File: src/cbf_pkg.sv
// Package for the circuit breaker core: mode codes, register indexes,
// reset values and the state, configuration and result structs.
// No dependencies.
package cbf_pkg;

  // Breaker modes
  localparam logic [1:0] MODE_CLOSED = 2'd0;
  localparam logic [1:0] MODE_OPEN   = 2'd1;
  localparam logic [1:0] MODE_HALF   = 2'd2;

  // Operation codes of an input transaction
  localparam logic OP_TICK    = 1'b0;
  localparam logic OP_REQUEST = 1'b1;

  // Configuration register indexes
  localparam int unsigned CFG_IDX_W = 2;
  localparam logic [CFG_IDX_W-1:0] CFG_FAILURE_LIMIT  = 2'd0;
  localparam logic [CFG_IDX_W-1:0] CFG_SUCCESS_LIMIT  = 2'd1;
  localparam logic [CFG_IDX_W-1:0] CFG_RECOVERY_TICKS = 2'd2;

  localparam int unsigned CFG_DATA_W = 32;

  // Reset values of the configuration registers
  localparam logic [15:0] FAILURE_LIMIT_RST  = 16'd5;
  localparam logic [15:0] SUCCESS_LIMIT_RST  = 16'd2;
  localparam logic [31:0] RECOVERY_TICKS_RST = 32'd30000;

  typedef struct packed {
    logic [15:0] failure_limit;
    logic [15:0] success_limit;
    logic [31:0] recovery_ticks;
  } cbf_cfg_t;

  typedef struct packed {
    logic [1:0]  mode;
    logic [15:0] fail_run;
    logic [15:0] pass_run;
    logic [31:0] ticks;
    logic [31:0] requests;
    logic [31:0] passes;
    logic [31:0] fails;
    logic [31:0] rejects;
    logic [31:0] changes;
  } cbf_state_t;

  typedef struct packed {
    logic        admitted;
    logic [1:0]  mode;
    logic [15:0] failures;
    logic [31:0] requests;
    logic [31:0] passes;
    logic [31:0] fails;
    logic [31:0] rejects;
    logic [31:0] changes;
  } cbf_result_t;

endpackage

File: src/cbf_step.sv
// Next-state logic of the circuit breaker for one transaction.
// Depends on cbf_pkg.
module cbf_step (
  input  cbf_pkg::cbf_state_t cur_i,
  input  cbf_pkg::cbf_cfg_t   cfg_i,
  input  logic                op_i,
  input  logic                failed_i,
  output cbf_pkg::cbf_state_t nxt_o,
  output logic                admitted_o
);
  import cbf_pkg::*;

  always_comb begin
    cbf_state_t s;
    logic       adm;
    s   = cur_i;
    adm = 1'b0;
    if (op_i == OP_TICK) begin
      if (s.ticks != '1) begin
        s.ticks = s.ticks + 32'd1;
      end
    end else begin
      s.requests = s.requests + 32'd1;
      adm        = 1'b1;
      if (s.mode == MODE_OPEN) begin
        if (s.ticks >= cfg_i.recovery_ticks) begin
          // trial request: go half-open and let it through
          s.mode     = MODE_HALF;
          s.changes  = s.changes + 32'd1;
          s.pass_run = '0;
        end else begin
          s.rejects = s.rejects + 32'd1;
          adm       = 1'b0;
        end
      end
      if (adm) begin
        if (failed_i) begin
          s.fails = s.fails + 32'd1;
          s.ticks = '0;
          case (s.mode)
            MODE_CLOSED: begin
              if (s.fail_run != '1) begin
                s.fail_run = s.fail_run + 16'd1;
              end
              if (s.fail_run >= cfg_i.failure_limit) begin
                s.mode    = MODE_OPEN;
                s.changes = s.changes + 32'd1;
              end
            end
            MODE_HALF: begin
              s.mode     = MODE_OPEN;
              s.changes  = s.changes + 32'd1;
              s.fail_run = cfg_i.failure_limit;
              s.pass_run = '0;
            end
            default: ;
          endcase
        end else begin
          s.passes = s.passes + 32'd1;
          case (s.mode)
            MODE_CLOSED: s.fail_run = '0;
            MODE_HALF: begin
              if (s.pass_run != '1) begin
                s.pass_run = s.pass_run + 16'd1;
              end
              if (s.pass_run >= cfg_i.success_limit) begin
                s.mode     = MODE_CLOSED;
                s.changes  = s.changes + 32'd1;
                s.fail_run = '0;
                s.pass_run = '0;
              end
            end
            default: ;
          endcase
        end
      end
    end
    nxt_o      = s;
    admitted_o = adm;
  end

endmodule

File: src/circuit_breaker_fsm_core.sv
// Top level of the circuit breaker core: configuration registers, breaker
// state, result register and skid entry. Depends on cbf_pkg and cbf_step.
//
// Circuit breaker (closed / open / half-open). Each input transaction is a
// time tick (op 0) or a request carrying its downstream outcome (op 1), and
// produces exactly one result transaction giving the admit decision, the
// mode after the step, the current failure run and five wrapping totals.
// Throughput is one transaction per cycle while input is not stalled; the
// result of a taken input is registered. The whole state update is a
// single pass of compares and counter increments done at the accepting
// edge, so the next transaction sees the updated state straight away.
// Results sit in a result register backed by one skid entry: input is
// stalled only while both are full. Configuration (failure_limit index 0,
// success_limit 1, recovery_ticks 2, other indexes ignored) is written via
// cfg_we_i / cfg_idx_i / cfg_wdata_i, only while the core is idle: a rule
// for the user, not enforced. Reset: breaker closed, all counters at zero.
module circuit_breaker_fsm_core (
  input  logic                              clk_i,
  input  logic                              rst_ni,
  // configuration write port
  input  logic                              cfg_we_i,
  input  logic [cbf_pkg::CFG_IDX_W-1:0]     cfg_idx_i,
  input  logic [cbf_pkg::CFG_DATA_W-1:0]    cfg_wdata_i,
  // input channel
  input  logic                              in_valid_i,
  output logic                              in_stall_o,
  input  logic                              op_i,
  input  logic                              outcome_failed_i,
  // result channel
  output logic                              out_valid_o,
  input  logic                              out_stall_i,
  output logic                              admitted_o,
  output logic [1:0]                        breaker_mode_o,
  output logic [15:0]                       failures_seen_o,
  output logic [31:0]                       total_count_o,
  output logic [31:0]                       success_total_o,
  output logic [31:0]                       failure_total_o,
  output logic [31:0]                       reject_total_o,
  output logic [31:0]                       change_total_o
);
  import cbf_pkg::*;

  cbf_cfg_t    cfg_q;
  cbf_state_t  state_q, state_d;
  cbf_state_t  step_nxt;
  logic        step_adm;
  cbf_result_t step_res;

  cbf_result_t out_res_q, out_res_d;
  cbf_result_t skid_res_q, skid_res_d;
  logic        out_valid_q, out_valid_d;
  logic        skid_valid_q, skid_valid_d;

  logic in_acc, out_acc;

  // Stall input only when the skid entry is occupied
  assign in_acc  = in_valid_i & ~skid_valid_q;
  assign out_acc = out_valid_q & ~out_stall_i;

  // Configuration registers
  always_ff @(posedge clk_i or negedge rst_ni) begin
    if (!rst_ni) begin
      cfg_q.failure_limit  <= FAILURE_LIMIT_RST;
      cfg_q.success_limit  <= SUCCESS_LIMIT_RST;
      cfg_q.recovery_ticks <= RECOVERY_TICKS_RST;
    end else if (cfg_we_i) begin
      unique case (cfg_idx_i)
        CFG_FAILURE_LIMIT:  cfg_q.failure_limit  <= cfg_wdata_i[15:0];
        CFG_SUCCESS_LIMIT:  cfg_q.success_limit  <= cfg_wdata_i[15:0];
        CFG_RECOVERY_TICKS: cfg_q.recovery_ticks <= cfg_wdata_i[31:0];
        default: ;
      endcase
    end
  end

  cbf_step u_step (
    .cur_i      (state_q),
    .cfg_i      (cfg_q),
    .op_i       (op_i),
    .failed_i   (outcome_failed_i),
    .nxt_o      (step_nxt),
    .admitted_o (step_adm)
  );

  // Result as seen after the step
  always_comb begin
    step_res.admitted = step_adm;
    step_res.mode     = step_nxt.mode;
    step_res.failures = step_nxt.fail_run;
    step_res.requests = step_nxt.requests;
    step_res.passes   = step_nxt.passes;
    step_res.fails    = step_nxt.fails;
    step_res.rejects  = step_nxt.rejects;
    step_res.changes  = step_nxt.changes;
  end

  assign state_d = in_acc ? step_nxt : state_q;

  always_ff @(posedge clk_i or negedge rst_ni) begin
    if (!rst_ni) begin
      state_q <= '{MODE_CLOSED, 16'd0, 16'd0, 32'd0, 32'd0, 32'd0, 32'd0,
                   32'd0, 32'd0};
    end else begin
      state_q <= state_d;
    end
  end

  // Result register with one skid entry
  always_comb begin
    out_valid_d  = out_valid_q;
    out_res_d    = out_res_q;
    skid_valid_d = skid_valid_q;
    skid_res_d   = skid_res_q;
    if (out_acc || !out_valid_q) begin
      if (skid_valid_q) begin
        out_res_d    = skid_res_q;
        out_valid_d  = 1'b1;
        skid_valid_d = 1'b0;
      end else begin
        out_res_d   = step_res;
        out_valid_d = in_acc;
      end
    end else if (in_acc) begin
      skid_res_d   = step_res;
      skid_valid_d = 1'b1;
    end
  end

  always_ff @(posedge clk_i or negedge rst_ni) begin
    if (!rst_ni) begin
      out_valid_q  <= 1'b0;
      skid_valid_q <= 1'b0;
    end else begin
      out_valid_q  <= out_valid_d;
      skid_valid_q <= skid_valid_d;
    end
  end

  always_ff @(posedge clk_i) begin
    out_res_q  <= out_res_d;
    skid_res_q <= skid_res_d;
  end

  assign in_stall_o      = skid_valid_q;
  assign out_valid_o     = out_valid_q;
  assign admitted_o      = out_res_q.admitted;
  assign breaker_mode_o  = out_res_q.mode;
  assign failures_seen_o = out_res_q.failures;
  assign total_count_o   = out_res_q.requests;
  assign success_total_o = out_res_q.passes;
  assign failure_total_o = out_res_q.fails;
  assign reject_total_o  = out_res_q.rejects;
  assign change_total_o  = out_res_q.changes;

endmodule
File: config.mk
export PLATFORM = sky130hd
export DESIGN_NAME = circuit_breaker_fsm_core
export DESIGN_NICKNAME = d
export VERILOG_FILES = /design/src/cbf_pkg.sv /design/src/cbf_step.sv /design/src/circuit_breaker_fsm_core.sv
export SDC_FILE = /design/constraint.sdc
export NUM_CORES = 1
export LEC_CHECK = 0
export BUFFER_PORTS_ARGS = -buffer_cell sky130_fd_sc_hd__buf_4
export CORE_AREA = 2 2 272 274
export DETAILED_ROUTE_END_ITERATION = 8
export DIE_AREA = 0 0 274 276
export SLEW_MARGIN = 0
export SYNTH_ARGS = -nofsm -noshare
export SYNTH_HDL_FRONTEND = slang
export SYNTH_SLANG_ARGS = --single-unit
export TNS_END_PERCENT = 100
File: constraint.sdc
create_clock -name clk_i -period 29.2 [get_ports clk_i]
set_input_delay 5.84 -clock clk_i [delete_from_list [all_inputs] [get_ports clk_i]]
set_output_delay 5.84 -clock clk_i [all_outputs]
set_load 0.03 [all_outputs]
# Yosys cells after proc, flatten, opt, wreduce, memory -nomap -nowiden
# Cells that the tools add are included.
dict set report totals {
  register_bits 650
  in_bits 41
  out_inout_bits 181
  wordCells 119
}
dict set report op_classes {
  add_sub_neg 9
  order_cmp 3
  eq_ne 9
  n_mux 51
  bitwise_logic 5
  reduce_logical 12
}
# op count
set ops {}
lappend ops {{two-way mux 32 bit} 12}
lappend ops {{two-way mux 16 bit} 15}
lappend ops {{adder 32 x 1 -> 32 bit, second input constant} 7}
lappend ops {{two-way mux 64 bit} 3}
lappend ops {{two-way mux 179 bit} 1}
lappend ops {{two-way mux 160 bit} 1}
lappend ops {{two-way mux 34 bit} 3}
lappend ops {{two-way mux 66 bit} 1}
lappend ops {{case mux 32 bit (2 select lines)} 1}
lappend ops {{case mux 18 bit (2 select lines)} 1}
lappend ops {{adder 16 x 1 -> 16 bit, second input constant} 2}
lappend ops {{>= comparator 16 bit} 2}
lappend ops {{>= comparator 32 bit} 1}
lappend ops {{!= test 16 bit, second input constant} 2}
lappend ops {{!= test 32 bit, second input constant} 1}
lappend ops {{case mux 16 bit (2 select lines)} 1}
lappend ops {{two-way mux 2 bit} 5}
lappend ops {{AND reduction 2 bit} 5}
lappend ops {{two-way mux 1 bit} 7}
lappend ops {{equality test 2 x 1 -> 1 bit, second input constant} 2}
lappend ops {{equality test 2 bit, second input constant} 2}
lappend ops {{logical NOT 2 bit} 2}
lappend ops {{!= test 2 x 1 -> 1 bit, second input constant} 2}
lappend ops {{AND reduction 4 bit} 1}
lappend ops {{5 further kinds} 9}

# Logic depth before layout (Yosys ltp)
# Gate-level depths: netlist of run 1.
dict set report logic_depth {
  depth_word 17
  ltp_mapped 32
  ltp_nobuf 27
}

# Cells and area by module
# From an unflattened synthesis of run 1, not the netlist that was laid out.
dict set report hier_totals {
  hier_cells 2518
  area_unflattened_um2 32286.0
}
# mod instances cells_per_inst area_per_inst_um2 seq_area_each_um2
set modules_own_cells {}
lappend modules_own_cells {circuit_breaker_fsm_core 1 1178 23827.9 18069.8}
lappend modules_own_cells {cbf_step 1 1340 8458.1 0.0}

# Least setup slack after synthesis of run 1
# Ideal clock, no wire load.
dict set report synth_path {
  kind {input -> register}
  start {input port out_stall_i}
  end {register skid_res_q[0] (netlist bit), enable pin}
  setup_ns 1.822
  t_arrival_ns 19.256
  t_required_ns 27.378
  setup_slack_ns 8.123
  stages 2
  cell_sequence {nand2_1 > nor2_1}
}
dict set report synth_between {
  elab_chain_cells 5
}
# item line
set synth_lines {}
lappend synth_lines {{start, declared} circuit_breaker_fsm_core.sv:31} ;# input logic out_stall_i,
lappend synth_lines {{inverter 1 bit} circuit_breaker_fsm_core.sv:58} ;# assign out_acc = out_valid_q & ~out_stall_i;
lappend synth_lines {{bitwise AND 1 bit} circuit_breaker_fsm_core.sv:58}
lappend synth_lines {{logical OR 1 bit} circuit_breaker_fsm_core.sv:114} ;# if (out_acc || !out_valid_q) begin
lappend synth_lines {{inverter 1 bit (no line)} -}
lappend synth_lines {{AND reduction 2 bit (no line)} -}
lappend synth_lines {{end signal, assigned} circuit_breaker_fsm_core.sv:141} ;# skid_res_q <= skid_res_d;
lappend synth_lines {{end, declared} circuit_breaker_fsm_core.sv:50} ;# cbf_result_t skid_res_q, skid_res_d;
# No other way between the ends.
# A chain may end at the register's enable or synchronous reset.

==> results.txt, run 1 <==
- Nets in the synthesized netlist: between 2000 and 3000
- Outcome: completed
* Layout Nets: 3080
* Slew at the pin with the worst max-slew slack: 1.113 ns
- Counting flops with a built-in enable in the synthesized netlist gives 358.
- Post-Route M1 WL: 34610 µm
- Die Ht: around 280 µm
- CP Launch Type: input pin
* Routed WL: 76680 µm
* Hold path start: state_q[159]$_DFFE_PN0P_
* Unrepaired setup endpoints after global routing: false
* Mean routed wirelength per cell: 19.23 µm
- The number of failing hold endpoints at the final stage came to 0.
- The filler cells instantiated in the layout total 6421.
- DRT iter0 DRCs: 1624
- Summed over all nets, the half-perimeter wirelength after detailed placement is around 52000 µm.
* Number of hold buffers added after cts: 0
* Syn-to-layout area delta: 15.44%
* Cell area after synthesis: 32440 µm²
- Leaving out fill and tap cells, the most frequent cell in the layout is edfxtp_1.
- In this run the static leakage power is 15.46 nW.
- GP Congestion: 0.8761
- CTS Sinks: 650
- Register area: 18070 µm²
- In this run the worst setup path begins at op_i.
- Input and output buffers added on the ports amount to 221.
* Placeable core area: 72590 µm²
* Library cell used as clock root buffer: clkbuf_16
- Hold slack: 0.4820 ns
* Synthesis warning total: 0
- TritonCTS created 74 clock buffers.
- Highest metal layer with signal wires: met4
- Once routing completed, OpenROAD measured the worst setup slack at a little over 20 ns.
- Crit path buffers/inverters: 3
- The detail route stage leaves a number of antenna-violating nets equal to 0.
- Worst path cell trace: buf_4, clkinv_1, buf_4, a311oi_2, nand4_1, nor2_1, nand3_1, nor2_1, xor2_1, mux2_2
* Routed length on met3: ~3700 µm
- Max cap viols: 0
- Hold WC Path Type: reg2reg
* Vias per cell: 5.482
- Required time at the endpoint of the critical path: 29.56 ns
- Post-CTS setup repair buffer count: 0
- On the worst path, the slowest cell contributes a delay of 0.55 ns.
- Width of the chip: 274 µm
- Total power density per cell area: 68.67 nW/µm²
- Critical path type: in2reg
- Post-detailed-route DRC marker count: 0
- Number of resized instances in the post-cts repair step: 0
- Global-route wire length before repair: 123300 µm
- Share of post-route cells with drive strength above 1: between 20% and 30%
- After clock tree synthesis, the clock-pin slew on the worst setup and hold paths is ~0.060 ns.
- Detailed-router iteration count before antenna repair: 5
- Type of element capturing the critical path: flop
* Final TNS setup: 0 ns
- Period minus WS final: ~8.7 ns
- Total congestion overflow after global routing: 0
- Across the routed clock network, the largest skew measured is 0.03296 ns.
- Routed length on met2: 36660 µm
- For this run, the top clock speed supported by timing is between 100 and 150 MHz.
* Total track usage: roughly a fifth
- The synthesized netlist contains 108 unique library cells.
- Share of the yosys chip area belonging to registers: 55.70%
- The number of placed instances, taps included, is just under 4000.
- For this run, the number of standard cells in the final layout without fillers is 3987.
- The most used flip-flop cell after synthesis is edfxtp_1.
* Combined area of the multi-input logic cells: 13490 µm²
* Relative slew slack: 25.80%
- After synthesis, the share of flip-flops with an asynchronous set or reset is 44.92%.
- The startpoint identified for the worst register-to-register timing path is state_q[187]$_DFFE_PN0P_.
- Counting along the longest clock path gives a buffer depth of 3.
* Clock tree from TritonCTS: built
* # rows: 99
- In the layout the commonest cells are 358 x edfxtp_1, 291 x nand2_1, 281 x dfrtp_1.
- Final setup vio count: 0
* Largest net degree at the start of global routing: 181
* Die footprint: between 70000 and 80000 µm²
- Pin placement for this block handled 222 I/O pins.
- The average instance in the mapped netlist occupies 11.73 µm².
* Effective utilization at floorplan: 44.69%
- Dominant delay contributor by cell family on the critical path: simple AND/OR/NAND/NOR gates
- Initial antenna violation count: 1
- Register bit count reported by yosys: between 600 and 700
- In this run the worst path has a maximum fanout of 15.
* Via count: 21860
- IR analysis of the VDD net gives a maximum drop of approximately 0.000048 V.
- The number of pins with negative max-slew slack in the final report was 0.
- Mapped Cells: 2765
* H-tree levels: 3
* Signal arrival time at the worst endpoint: 9.07 ns
- Post-route fraction of the period consumed by the critical path: 29.82%
- Clk_lat worst skew: ~0.63 ns
* Master of the slowest instance on the critical path: clkinv_1
- The via count of the first global-routing pass came to around 22000.
* Pre-CTS WS: 19.85 ns
## registers in the layout, indices dropped and copies added (netlist names)
| signal | flops |
|---|---|
| state_q | 226 |
| in_stall_o | 1 |
| failure_total_o | 32 |
| skid_res_q | 179 |
| cfg_q | 64 |
| change_total_o | 32 |
| success_total_o | 32 |
| total_count_o | 32 |
| out_valid_o | 1 |
| failures_seen_o | 16 |
| admitted_o | 1 |
| breaker_mode_o | 2 |
| reject_total_o | 32 |
## layout make-up
type / count / share of cell area, %
Sequential cell: 650 / 48.26
Antenna cell: 1 / 0.006682
Timing Repair Buffer: 246 / 4.985
Multi-Input combinational cell: 1889 / 36.02
Tap cell: 959 / 3.204
Clock buffer: 105 / 5.473
Clock inverter: 32 / 0.9890
Inverter: 105 / 1.066
## cell families after synthesis
kind of cell               synth area share, %
and+or+nand+nor                          13.38
DFF                                      55.70
AOI/OAI and AO/OA                        7.109
adders and majority gates                2.847
muxes                                    8.424
xor gates and xnor gates                 9.693
buffers and inverters                    2.843
## Yosys cell counts (all sizes together), types with 48 or more instances
cell / instances / share of area, %
xor2: 166 / 4.5
inv: 104 / 1.2
edfxtp: 358 / 33
nand4: 65 / 1.4
mux2: 238 / 8.3
nand3: 101 / 1.6
xnor2: 193 / 5.2
o21ai: 103 / 1.7
and3: 48 / 0.93
nor2: 200 / 2.3
ha: 73 / 2.8
clkbuf: 82 / 0.96
nand2: 293 / 3.4
dfrtp: 282 / 22
nor3: 54 / 0.98
a21oi: 63 / 1.0
## power by group
group	switching [W]	internal (W)
Sequential	0.0000872	0.00110
Clock	0.000382	0.000539
Combinational	0.000275	0.000191
## routing by layer
metal / up-vias / global-route usage [%]
met4: 0 / 5.923
met2: 518 / 33.31
met1: 10930 / 28.04
met5: - / 0
met3: 103 / 2.927
li1: 10310 / -
## stage by stage
step                power [W]  utilization (%)  instance area [µm²]
floorplan            0.001504                -                32440
global placement     0.001656            48.25                35020
detailed placement   0.001671            48.25                35020
CTS                  0.002606            51.59                37440
global route         0.002695            51.59                37450
finish               0.002571            51.59                37450
## worst paths after layout
check / endpoint / slack (ns) / depth (start not counted)
worst max-delay path: success_total_o[18]$_DFFE_PN_ / 20.49 / 10
worst min-delay path: state_q[159]$_DFFE_PN0P_ / 0.48 / 1
worst max register to register: change_total_o[20]$_DFFE_PN_ / 20.71 / 26
worst min register to register: state_q[159]$_DFFE_PN0P_ / 0.48 / 1
max in group asynchronous: state_q[108]$_DFFE_PN0P_ / 22.30 / 2
min in group asynchronous: cfg_q[53]$_DFFE_PN0P_ / 5.29 / 1
Note: power is estimated with default switching activity, not from simulation.
==> inputs of run 2 (changes only) <==
==> constraint.sdc (replaced) <==
create_clock -name clk_i -period 7.4 [get_ports clk_i]
set_input_delay 1.48 -clock clk_i [delete_from_list [all_inputs] [get_ports clk_i]]
set_output_delay 1.48 -clock clk_i [all_outputs]
set_load 0.03 [all_outputs]
==> results.txt, run 2 (same netlist as run 1, synthesis figures left out) <==
* Type of element capturing the critical path: flop
- The placed wire-length estimate after detailed placement is 53330 µm (+3.3%).
- The detailed-routing iteration count for the pre-antenna-repair pass is 5 (unchanged).
- Number of pins with negative max-slew slack in the final report: 0 (unchanged)
- Share of post-route cells with drive strength above 1: 22.96% (+0.82 points)
- The worst setup path is launched from a flop.
- The diode insertion count for antenna repair was 0 (-1).
- Commonest cells after routing, fill and taps aside: 358 x edfxtp_1, 291 x nand2_1, 281 x dfrtp_1
* Period minus WS final: around 7 ns
- Number of fillers in the final layout: 6406 (-0.23%)
- The longest individual stage delay on the worst path was 0.54 ns (about the same).
- Final setup vio count: 0 (unchanged)
* Number of resized instances in the post-cts repair step: 0 (unchanged)
* Post-route fraction of the period consumed by the critical path: 95.01%
* Largest fanout of any net on the critical path: 8 (-7)
- Die footprint: 75620 µm² (unchanged)
- Clk_lat worst skew: 0.62 ns (about the same)
* Effective utilization at floorplan: 44.69% (unchanged)
- Signal arrival time at the worst endpoint: 7.38 ns (-1.69 ns)
- The H-tree depth was 3 (unchanged).
* Routed WL: 77450 µm (+1.0%)
- Register containing the most flip-flops in the final layout: state_q
- Clock tree from TritonCTS: built
- The area growth from synthesis to layout is 16.10%.
* CTS Sinks: 650 (unchanged)
- Relative slew slack: 20.22% (-5.6 points)
- The post-route core utilization was 51.88% (+0.29 points).
* Unrepaired setup endpoints after global routing: false
- The number of failing hold endpoints at the final stage was 0 (unchanged).
- Die Ht: 276 µm (unchanged)
- The worst setup slack after layout came to 0.3696 ns (-20.12 ns).
- Critical path type: reg2reg
- CTS Buffer Depth: 3 (unchanged)
- Leakage component of the power: 15.57 nW (+0.70%)
* Placeable core area: 72590 µm² (unchanged)
- The wire length on met1 is 35180 µm (+1.7%).
- Clock transition at the register clock pins on the worst setup and hold paths after CTS: 0.06 ns (about the same)
* Layout Nets: 3091 (+0.36%)
* Outcome: completed
- The tree is rooted in a clkbuf_16.
- The areal power density over the cells is 271.6 nW/µm² (+300%).
- The met3 wire length came to 2940 µm (-20%).
* Required time at the endpoint of the critical path: 7.75 ns (-21.81 ns)
* Cell count of the worst reg-to-reg path: 28 (+7.7%)
* Routed length on met2: 37820 µm (+3.2%)
* Final TNS setup: 0 ns (unchanged)
* Slew at the pin with the worst max-slew slack: 1.197 ns (+0.08372 ns)
- Static timing analysis puts the maximum clock frequency at 142.2 MHz.
* Max cap viols: 0 (unchanged)
* Total track usage: 20.42% (+0.086 points)
* Master of the slowest instance on the critical path: or4_1
- Post-detailed-route DRC marker count: 0 (unchanged)
- The DRC violation total after the first TritonRoute iteration was 1333 (-18%).
- The count of pins on the block boundary came to 222 (unchanged).
* Total congestion overflow after global routing: 0 (unchanged)
- The worst clock skew is 0.02122 ns (-0.01174 ns).
* Number of global-route vias before repair: 21920 (+0.50%)
- The total CTS buffers was 72 (-2.7%).
- In the final layout, the registers with the most flip-flops are state_q (226), skid_res_q (179), cfg_q (64).
* Cell with the most instances on the worst path: ha_1
- Hold WC Path Type: reg2reg
* Number of input and output port buffers inserted: 221 (unchanged)
- The post-route worst hold slack was 0.4912 ns (+0.009206 ns).
- Most common library cell in the layout ignoring fill and taps: edfxtp_1
* Initial antenna violation count: 1 (unchanged)
* Largest net degree at the start of global routing: 114 (-37%)
- The count of vias placed by the detailed router came to 21650 (-0.95%).
- The worst hold path stage count was 1 (unchanged).
* Global-route wire length before repair: 123800 µm (+0.40%)
* Mean routed wirelength per cell: 19.39 µm (+0.80%)
* Width of the chip: 274 µm (unchanged)
- GP Congestion: 0.8513 (-2.8%)
* Post-CTS setup repair buffer count: 0 (unchanged)
- The flip-flop count of the largest register, all copies and words added came to 226 (unchanged).
- Peak supply drop: 0.0001708 V (+260%)
* Number of hold buffers added after cts: 0 (unchanged)
* # rows: 99 (unchanged)
- The worst slack at placement is 0.2035 ns (-19.64 ns).
- Signal routing reaches up to met5.
- Antenna Nets Post-Route: 0 (unchanged)
- The vias per cell was 5.419 (-1.2%).
==> run 2: critical path, delay by kind of cell (launching register included) <==
kind                       cells  cell delay [ns]
muxes                          1             0.26
AOI/OAI and AO/OA              7             1.64
adders and majority gates      3             0.83
xor gates and xnor gates       2             0.29
DFF                            1             0.52
and+or+nand+nor               13             3.00
buffers and inverters          2             0.23
==> run 2: metal layers <==
| layer | GRT usage, % | up-vias |
|---|---|---|
| li1 | - | 10330 |
| met3 | 2.519 | 101 |
| met2 | 34.24 | 434 |
| met1 | 27.91 | 10780 |
| met4 | 5.560 | 2 |
| met5 | 0 | - |
==> run 2: per-stage QoR <==
step,cells,total power (W),cell area (µm²)
2_1_floorplan,2765,0.005914,32460
3_3_place_gp,3862,0.006543,35130
3_5_place_dp,3862,0.006593,35130
4_1_cts,3995,0.01035,37610
5_1_grt,3995,0.01071,37660
6_report,3995,0.01023,37660
==> run 2: cell type report <==
cell class	count	area [µm²]	share of cell area [%]
sequential	650	18070	47.98
multi-input combinational	1889	13540	35.96
clock buffer	88	1964	5.216
timing repair buffer	259	1964	5.216
tap	959	1200	3.186
clock inverter	45	518.0	1.375
inverter	105	399.1	1.060
==> run 2: worst paths after layout <==
path,startpoint,end,slack (ns)
setup reg to reg,cfg_q[13]$_DFFE_PN1P_,change_total_o[29]$_DFFE_PN_,0.37
min in group asynchronous,rst_ni,cfg_q[53]$_DFFE_PN0P_,0.94
hold / removal,state_q[95]$_DFFE_PN0P_,state_q[95]$_DFFE_PN0P_,0.49
max in group asynchronous,rst_ni,in_stall_o$_DFFE_PN0P_,4.85
setup / recovery,cfg_q[13]$_DFFE_PN1P_,change_total_o[29]$_DFFE_PN_,0.37
hold reg to reg,state_q[95]$_DFFE_PN0P_,state_q[95]$_DFFE_PN0P_,0.49
==> run 2: where the power goes <==
part / internal, W / switching (W) / total [W]
Combinational: 0.000755 / 0.00109 / 0.00184
Clock: 0.00222 / 0.00150 / 0.00372
Sequential: 0.00433 / 0.000341 / 0.00467
